File: config.mk
export PLATFORM = sky130hd
export DESIGN_NAME = biquad_cascade_iir_filter
export DESIGN_NICKNAME = d
export VERILOG_FILES = /design/src/hw/rtl/bqc_pkg.sv /design/src/hw/rtl/biquad_cascade_iir_filter.sv
export SDC_FILE = /design/constraint.sdc
export NUM_CORES = 2
export LEC_CHECK = 0
export BUFFER_PORTS_ARGS = -buffer_cell sky130_fd_sc_hd__buf_2
export CORE_MARGIN = 2
export CORE_UTILIZATION = 60
export CTS_CLUSTER_SIZE = 14
export DETAILED_ROUTE_END_ITERATION = 8
export PLACE_DENSITY = 0.77
export SLEW_MARGIN = 20
export SYNTH_ARGS = -nofsm -noshare
export SYNTH_HDL_FRONTEND = slang
export SYNTH_SLANG_ARGS = --single-unit
File: constraint.sdc
create_clock -name clk_i -period 20.4 [get_ports clk_i]
set_clock_uncertainty 0.2 [all_clocks]
set_input_delay 6.12 -clock clk_i [delete_from_list [all_inputs] [get_ports clk_i]]
set_output_delay 6.12 -clock clk_i [all_outputs]
set_load 0.05 [all_outputs]
File: src/hw/rtl/bqc_pkg.sv
package bqc_pkg;

  localparam int SECTIONS   = 2;
  localparam int COEF_WIDTH = 18;
  localparam int FRAC_BITS  = COEF_WIDTH - 2;

  localparam int NUM_W    = 54;
  localparam int DEN_W    = 36;
  localparam int FIELDS_W = 3 * COEF_WIDTH;

  localparam int IN_W     = 16;
  localparam int OUT_W    = 16;
  localparam int SAMPLE_W = 32;
  localparam int OUT_FRAC = 8;
  localparam int PROD_W   = COEF_WIDTH + SAMPLE_W;
  localparam int ACC_W    = PROD_W + 3;

  localparam int SEC_W  = (SECTIONS > 1) ? $clog2(SECTIONS) : 1;
  localparam int STEP_W = 3;

  localparam int ADDR_W = 5;
  localparam int DATA_W = 64;

  localparam logic [NUM_W-1:0] NUM_RESET = NUM_W'(64'd1 << FRAC_BITS);
  localparam logic [DEN_W-1:0] DEN_RESET = '0;

  typedef enum logic [1:0] {
    REG_FIRST_NUM,
    REG_FIRST_DEN,
    REG_SECOND_NUM,
    REG_SECOND_DEN
  } reg_idx_e;

  typedef enum logic {
    ST_IDLE,
    ST_RUN
  } state_e;

  typedef enum logic [2:0] {
    COEF_B0,
    COEF_B1,
    COEF_B2,
    COEF_A1,
    COEF_A2
  } coef_e;

  typedef enum logic [2:0] {
    OPND_X,
    OPND_X1,
    OPND_X2,
    OPND_Y1,
    OPND_Y2
  } opnd_e;

  typedef enum logic [1:0] {
    ACC_HOLD,
    ACC_LOAD,
    ACC_ADD,
    ACC_SUB
  } acc_op_e;

  typedef enum logic [1:0] {
    BR_NEXT,
    BR_SECTION,
    BR_END
  } br_e;

  typedef struct packed {
    coef_e   coef;
    opnd_e   opnd;
    acc_op_e acc;
    logic    wb;
    br_e     br;
  } ucode_t;

  localparam logic [STEP_W-1:0] STEP_START = '0;

  function automatic ucode_t ucode(input logic [STEP_W-1:0] step);
    ucode_t w;
    w = '{coef: COEF_B0, opnd: OPND_X, acc: ACC_HOLD, wb: 1'b0, br: BR_NEXT};
    unique case (step)
      STEP_W'(0): w = '{coef: COEF_B0, opnd: OPND_X,  acc: ACC_HOLD, wb: 1'b0, br: BR_NEXT};
      STEP_W'(1): w = '{coef: COEF_B1, opnd: OPND_X1, acc: ACC_LOAD, wb: 1'b0, br: BR_NEXT};
      STEP_W'(2): w = '{coef: COEF_B2, opnd: OPND_X2, acc: ACC_ADD,  wb: 1'b0, br: BR_NEXT};
      STEP_W'(3): w = '{coef: COEF_A1, opnd: OPND_Y1, acc: ACC_ADD,  wb: 1'b0, br: BR_NEXT};
      STEP_W'(4): w = '{coef: COEF_A2, opnd: OPND_Y2, acc: ACC_SUB,  wb: 1'b0, br: BR_NEXT};
      STEP_W'(5): w = '{coef: COEF_B0, opnd: OPND_X,  acc: ACC_SUB,  wb: 1'b0, br: BR_NEXT};
      STEP_W'(6): w = '{coef: COEF_B0, opnd: OPND_X,  acc: ACC_HOLD, wb: 1'b1, br: BR_SECTION};
      STEP_W'(7): w = '{coef: COEF_B0, opnd: OPND_X,  acc: ACC_HOLD, wb: 1'b0, br: BR_END};
      default:    w = '{coef: COEF_B0, opnd: OPND_X,  acc: ACC_HOLD, wb: 1'b0, br: BR_END};
    endcase
    return w;
  endfunction

  function automatic logic signed [COEF_WIDTH-1:0] coef_field(
    input logic [NUM_W-1:0] word,
    input int               k
  );
    logic [FIELDS_W-1:0] padded;
    padded = FIELDS_W'(word);
    return padded[k*COEF_WIDTH +: COEF_WIDTH];
  endfunction

endpackage

File: src/hw/rtl/biquad_cascade_iir_filter.sv
// Channel   Direction  Handshake               Payload
// in        input      in_valid_i / in_stall_o  sample_in_i  (16 bit signed)
// out       output     out_valid_o / out_stall_i sample_out_o (16 bit signed)
// cfg       input      APB write (pready high)  pwdata/paddr, 64 bit, regs at 8*i
//
// An item runs seven microcode steps per section on the one shared multiplier
// and accumulator, then one output step. A new item is accepted once the program
// ends, also while a result still waits. The output step holds while the
// previous result is stalled. Reset clears the section history and loads the
// default coefficients.
module biquad_cascade_iir_filter
  import bqc_pkg::*;
(
  input  logic                    clk_i,
  input  logic                    rst_ni,
  input  logic                    in_valid_i,
  output logic                    in_stall_o,
  input  logic signed [IN_W-1:0]  sample_in_i,
  output logic                    out_valid_o,
  input  logic                    out_stall_i,
  output logic signed [OUT_W-1:0] sample_out_o,
  input  logic                    psel,
  input  logic                    penable,
  input  logic                    pwrite,
  input  logic [ADDR_W-1:0]       paddr,
  input  logic [DATA_W-1:0]       pwdata,
  output logic [DATA_W-1:0]       prdata,
  output logic                    pready
);

  logic [NUM_W-1:0] num1_q, num2_q;
  logic [DEN_W-1:0] den1_q, den2_q;
  reg_idx_e         cfg_idx;
  logic             cfg_wr;

  state_e            state_q, state_d;
  logic [STEP_W-1:0] step_q, step_d;
  logic [SEC_W-1:0]  sec_q, sec_d;
  logic              out_valid_q, out_valid_d;
  logic              accept, sec_last, out_free, load_out;
  ucode_t            uw;

  logic signed [SAMPLE_W-1:0] x1_q [SECTIONS];
  logic signed [SAMPLE_W-1:0] x2_q [SECTIONS];
  logic signed [SAMPLE_W-1:0] y1_q [SECTIONS];
  logic signed [SAMPLE_W-1:0] y2_q [SECTIONS];
  logic signed [SAMPLE_W-1:0] x_q, x_d;

  logic [NUM_W-1:0]             num_sel;
  logic [NUM_W-1:0]             den_sel;
  logic signed [COEF_WIDTH-1:0] coef_s;
  logic signed [SAMPLE_W-1:0]   opnd_s;
  logic signed [PROD_W-1:0]     prod_d, prod_q;
  logic signed [ACC_W-1:0]      acc_d, acc_q, prod_ext, shifted;
  logic [ACC_W-SAMPLE_W:0]      sat_hi;
  logic signed [SAMPLE_W-1:0]   y_new;

  logic signed [SAMPLE_W-1:0]          biased;
  logic signed [SAMPLE_W-OUT_FRAC-1:0] int_part;
  logic [SAMPLE_W-OUT_FRAC-OUT_W:0]    out_hi;
  logic signed [OUT_W-1:0]             out_d, out_q;

  // configuration port
  assign pready  = 1'b1;
  assign cfg_idx = reg_idx_e'(paddr[ADDR_W-1:3]);
  assign cfg_wr  = psel & penable & pwrite;

  always_comb begin
    unique case (cfg_idx)
      REG_FIRST_NUM:  prdata = DATA_W'(num1_q);
      REG_FIRST_DEN:  prdata = DATA_W'(den1_q);
      REG_SECOND_NUM: prdata = DATA_W'(num2_q);
      REG_SECOND_DEN: prdata = DATA_W'(den2_q);
      default:        prdata = '0;
    endcase
  end

  always_ff @(posedge clk_i or negedge rst_ni) begin
    if (!rst_ni) begin
      num1_q <= NUM_RESET;
      den1_q <= DEN_RESET;
      num2_q <= NUM_RESET;
      den2_q <= DEN_RESET;
    end else if (cfg_wr) begin
      unique case (cfg_idx)
        REG_FIRST_NUM:  num1_q <= pwdata[NUM_W-1:0];
        REG_FIRST_DEN:  den1_q <= pwdata[DEN_W-1:0];
        REG_SECOND_NUM: num2_q <= pwdata[NUM_W-1:0];
        REG_SECOND_DEN: den2_q <= pwdata[DEN_W-1:0];
        default: ;
      endcase
    end
  end

  // sequencer
  assign uw          = ucode(step_q);
  assign in_stall_o  = (state_q != ST_IDLE);
  assign accept      = in_valid_i & ~in_stall_o;
  assign sec_last    = (sec_q == SEC_W'(SECTIONS - 1));
  assign out_free    = ~out_valid_q | ~out_stall_i;
  assign out_valid_o = out_valid_q;

  always_comb begin
    state_d     = state_q;
    step_d      = step_q;
    sec_d       = sec_q;
    load_out    = 1'b0;
    out_valid_d = out_valid_q & out_stall_i;
    unique case (state_q)
      ST_IDLE: begin
        if (accept) begin
          state_d = ST_RUN;
          step_d  = STEP_START;
          sec_d   = '0;
        end
      end
      ST_RUN: begin
        unique case (uw.br)
          BR_NEXT: step_d = step_q + STEP_W'(1);
          BR_SECTION: begin
            if (sec_last) begin
              step_d = step_q + STEP_W'(1);
            end else begin
              step_d = STEP_START;
              sec_d  = sec_q + SEC_W'(1);
            end
          end
          BR_END: begin
            if (out_free) begin
              load_out    = 1'b1;
              out_valid_d = 1'b1;
              state_d     = ST_IDLE;
            end
          end
          default: state_d = ST_IDLE;
        endcase
      end
      default: state_d = ST_IDLE;
    endcase
  end

  always_ff @(posedge clk_i or negedge rst_ni) begin
    if (!rst_ni) begin
      state_q     <= ST_IDLE;
      step_q      <= STEP_START;
      sec_q       <= '0;
      out_valid_q <= 1'b0;
    end else begin
      state_q     <= state_d;
      step_q      <= step_d;
      sec_q       <= sec_d;
      out_valid_q <= out_valid_d;
    end
  end

  // datapath
  assign num_sel = (sec_q == '0) ? num1_q : num2_q;
  assign den_sel = (sec_q == '0) ? NUM_W'(den1_q) : NUM_W'(den2_q);

  always_comb begin
    case (uw.coef)
      COEF_B0: coef_s = coef_field(num_sel, 0);
      COEF_B1: coef_s = coef_field(num_sel, 1);
      COEF_B2: coef_s = coef_field(num_sel, 2);
      COEF_A1: coef_s = coef_field(den_sel, 0);
      COEF_A2: coef_s = coef_field(den_sel, 1);
      default: coef_s = '0;
    endcase
    case (uw.opnd)
      OPND_X:  opnd_s = x_q;
      OPND_X1: opnd_s = x1_q[sec_q];
      OPND_X2: opnd_s = x2_q[sec_q];
      OPND_Y1: opnd_s = y1_q[sec_q];
      OPND_Y2: opnd_s = y2_q[sec_q];
      default: opnd_s = '0;
    endcase
  end

  assign prod_d   = coef_s * opnd_s;
  assign prod_ext = ACC_W'(prod_q);

  always_comb begin
    case (uw.acc)
      ACC_LOAD: acc_d = prod_ext;
      ACC_ADD:  acc_d = acc_q + prod_ext;
      ACC_SUB:  acc_d = acc_q - prod_ext;
      default:  acc_d = acc_q;
    endcase
  end

  assign shifted = acc_q >>> FRAC_BITS;
  assign sat_hi  = shifted[ACC_W-1:SAMPLE_W-1];

  always_comb begin
    if ((&sat_hi) || ~(|sat_hi)) begin
      y_new = shifted[SAMPLE_W-1:0];
    end else if (shifted[ACC_W-1]) begin
      y_new = {1'b1, {(SAMPLE_W-1){1'b0}}};
    end else begin
      y_new = {1'b0, {(SAMPLE_W-1){1'b1}}};
    end
  end

  always_comb begin
    x_d = x_q;
    if (accept) begin
      x_d = {{(SAMPLE_W-IN_W-OUT_FRAC){sample_in_i[IN_W-1]}}, sample_in_i,
             {OUT_FRAC{1'b0}}};
    end else if (state_q == ST_RUN && uw.wb) begin
      x_d = y_new;
    end
  end

  assign biased   = x_q[SAMPLE_W-1] ? x_q + SAMPLE_W'((1 << OUT_FRAC) - 1) : x_q;
  assign int_part = biased[SAMPLE_W-1:OUT_FRAC];
  assign out_hi   = int_part[SAMPLE_W-OUT_FRAC-1:OUT_W-1];

  always_comb begin
    if ((&out_hi) || ~(|out_hi)) begin
      out_d = int_part[OUT_W-1:0];
    end else if (int_part[SAMPLE_W-OUT_FRAC-1]) begin
      out_d = {1'b1, {(OUT_W-1){1'b0}}};
    end else begin
      out_d = {1'b0, {(OUT_W-1){1'b1}}};
    end
  end

  always_ff @(posedge clk_i) begin
    prod_q <= prod_d;
    acc_q  <= acc_d;
    x_q    <= x_d;
    if (load_out) begin
      out_q <= out_d;
    end
  end

  assign sample_out_o = out_q;

  // section history
  always_ff @(posedge clk_i or negedge rst_ni) begin
    if (!rst_ni) begin
      for (int i = 0; i < SECTIONS; i++) begin
        x1_q[i] <= '0;
        x2_q[i] <= '0;
        y1_q[i] <= '0;
        y2_q[i] <= '0;
      end
    end else if (state_q == ST_RUN && uw.wb) begin
      x2_q[sec_q] <= x1_q[sec_q];
      x1_q[sec_q] <= x_q;
      y2_q[sec_q] <= y1_q[sec_q];
      y1_q[sec_q] <= y_new;
    end
  end

endmodule

==> impl_metrics.py <==
metrics = {
    "run_status": {
        "outcome": "complete, no violations",
    },
    "die": {
        "die_area_um2": 85700,
        "initial_core_util_pct": 60.7,
        "dieWidth_um": 293,
        "ios": 175,
        "core_um2": 82400,
        "dieHeight_um": 293,
        "placementRows": 105,
    },
    "sta": {
        "relSlewSlack_pct": 14.3,
        "finalHoldViolCount": 0,
        "setup_viol": 0,
        "hold_ws_ps": 303,
        "min_period_ps": 14400,
        "rsz0062_at_grt": "false",
        "setup_tns_ps": 0,
        "worst_pin_slew_ps": 1290,
        "slew_violations": 0,
        "fin_crit_sh_pct": 70.6,
        "fmax_mhz": 69.4,
    },
    "worst_setup_path": {
        "rr_startpoint": "step_q[2]$_DFFE_PN0P_",
        "cp_max_fo": 32,
        "critical-path-slowest-cell": "mux4_2",
        "crit_top_cell": "buf_4",
        "required_ps": 14080,
        "cpLargestDelayFamily": "buffers and inverters",
        "cp-startpoint": "paddr[4]",
        "slowest_delay_ps": 640,
        "crit_type": "input port to output port",
        "cp-end-kind": "output port",
        "worstPathCellList": "buf_4, buf_4, mux4_2, buf_2",
        "regToRegSetupSlack_ps": 9700,
        "worst-path-buf-inv": 3,
        "arrival_ps": 8080,
        "cp-start-kind": "input port",
    },
    "finish": {
        "final_cells": 6109,
        "drive_above_1_share_pct": 16.5,
        "layout_common_cells": "inv_1, fa_1, nand2_1, dfrtp_1, nor2_1",
        "nNetsFinal": 5811,
        "final_area_um2": 54200,
        "syn_to_final_growth_pct": 8.29,
        "layout_commonest_cell": "inv_1",
    },
    "synthesis": {
        "synth_top_cell_area_share_pct": 22.2,
        "synth_edf_count": 93,
        "yosysUniqueCellTypes": 81,
        "yosys-top-cells-area": "fa_1, dfrtp_1, mux2_2",
        "syn_inst": 4952,
        "avgSynthCellArea_um2": 10.1,
        "synth_flop_cell": "dfrtp_1",
        "synth.cell_area_um2": 50000,
        "yosysTopAreaCell": "fa_1",
        "yosys_warnings": 0,
        "synth-seq-cells": 593,
        "ys_seq_area_share_pct": 30.0,
        "synthArstFlopShare_pct": 74.5,
    },
    "cts": {
        "clock-root-buffer": "clkbuf_16",
        "clk_pin_slew_ps": 60,
        "cts-resized-gates": 0,
        "htree_levels": 3,
        "insertion_delay_ps": 640,
        "clock-sinks": 593,
        "postCtsSetupBuffers": 0,
        "cts_tree": "done",
        "cts_made_buffers": 66,
        "cts_buffer_depth": 3,
        "hold_buffers": 0,
    },
    "run": {
        "cap_viol_max_count": 0,
    },
    "global_route": {
        "grt_pass1_wl_um": 222000,
        "grt_max_degree": 104,
        "grt_overflow": 0,
        "track_usage_pct": 33.5,
        "grt_pass1_vias": 38800,
        "grt_antenna_before_repair": 4,
    },
    "worst_hold_path": {
        "hp-class": "flop to flop",
        "hold_start": "y1_q[62]$_DFFE_PN0P_",
    },
    "place": {
        "hpwlAfterDp_um": 103000,
        "portBuffers": 150,
        "place_area_um2": 51900,
        "gp_congestion": 0.917,
        "dp.cells": 5984,
    },
    "route": {
        "first_iter_violations": 3584,
        "num_vias": 38000,
        "wl_per_cell_um": 23.1,
        "routed_wl_um": 141000,
        "vias_per_cell": 6.21,
        "drc_errors": 0,
        "ant_nets": 0,
        "firstDrtPassIters": 6,
    },
}
[synthesized netlist by cell type (all sizes together) (58+ instances only)]
| library cell | number |
|---|---|
| a21o | 80 |
| a21oi | 153 |
| a221o | 73 |
| a221oi | 78 |
| clkbuf | 236 |
| dfrtp | 440 |
| dfxtp | 58 |
| edfxtp | 93 |
| fa | 555 |
| ha | 180 |
| inv | 694 |
| mux2 | 387 |
| mux2i | 90 |
| nand2 | 509 |
| nor2 | 405 |
| o21ai | 233 |
| xnor2 | 88 |
| xor2 | 68 |
[registers in the layout, summed over array words and instances, names as in the netlist]
| name | count |
|---|---|
| x_q | 32 |
| acc_q | 53 |
| x1_q | 64 |
| sec_last | 1 |
| num2_q | 54 |
| out_valid_o | 1 |
| prod_q | 50 |
| den2_q | 36 |
| num1_q | 54 |
| in_stall_o | 1 |
| y2_q | 64 |
| step_q | 3 |
| den1_q | 36 |
| x2_q | 64 |
| sample_out_o | 16 |
| y1_q | 64 |
[final timing paths]
kind	depth (start not counted)	endpoint
worst min-delay path	2	y1_q[62]$_DFFE_PN0P_
worst max register to register	29	prod_q[48]$_DFF_P_
max in group asynchronous	4	x2_q[59]$_DFFE_PN0P_
min in group asynchronous	1	step_q[1]$_DFFE_PN0P_
worst max-delay path	4	prdata[24]
worst min register to register	2	y1_q[62]$_DFFE_PN0P_
[per-stage QoR]
stage,worst slack [ps],utilization (%)
final,6000,65.8
after global routing,5890,65.8
after CTS,5970,65.7
after detailed placement,5960,63.0
after global placement,5970,63.0
after floorplan,5640,-
[worst register-to-register path: cells and delay by family, from the launching register on]
kind | cells | cell delay [ps]
adder cells (fa/ha/maj) | 8 | 3900
XOR/XNOR | 1 | 170
buffers and inverters | 6 | 1210
AO/OA/AOI/OAI | 9 | 3060
AND/OR/NAND/NOR | 5 | 1500
flip-flops | 1 | 490
[cells by family (layout without fill, tap and decap cells)]
kind of cell	Yosys count	count (layout)	synth area share, %
buffers and inverters	973	1049	7.40
flip-flops	593	593	30.0
XOR/XNOR	156	156	2.73
AO/OA/AOI/OAI	819	819	11.1
multiplexers	513	513	12.1
other	2	13	0.0150
adder cells (fa/ha/maj)	735	735	26.7
AND/OR/NAND/NOR	1161	1161	9.89
[final cells by class]
class,count,area [um2]
fill,6327,28200
multi-input combinational,3395,31500
clock inverter,27,373
clock buffer,94,1900
inverter,695,2610
tap,1070,1340
antenna,2,5.00
sequential,593,15000
timing repair buffer,233,1410
[per-layer routing]
| layer | vias to the layer above | GRT usage, % | part of all wire [%] |
|---|---|---|---|
| met5 | - | 0.0567 | 0.022 |
| met4 | 4 | 16.7 | 5.7 |
| met3 | 409 | 7.58 | 9.9 |
| met2 | 1903 | 52.8 | 46 |
| met1 | 19100 | 44.0 | 39 |
| li1 | 16500 | - | - |
Power is not shown: default switching activity piles up to over one toggle a cycle in this logic, so the estimate is an artifact.
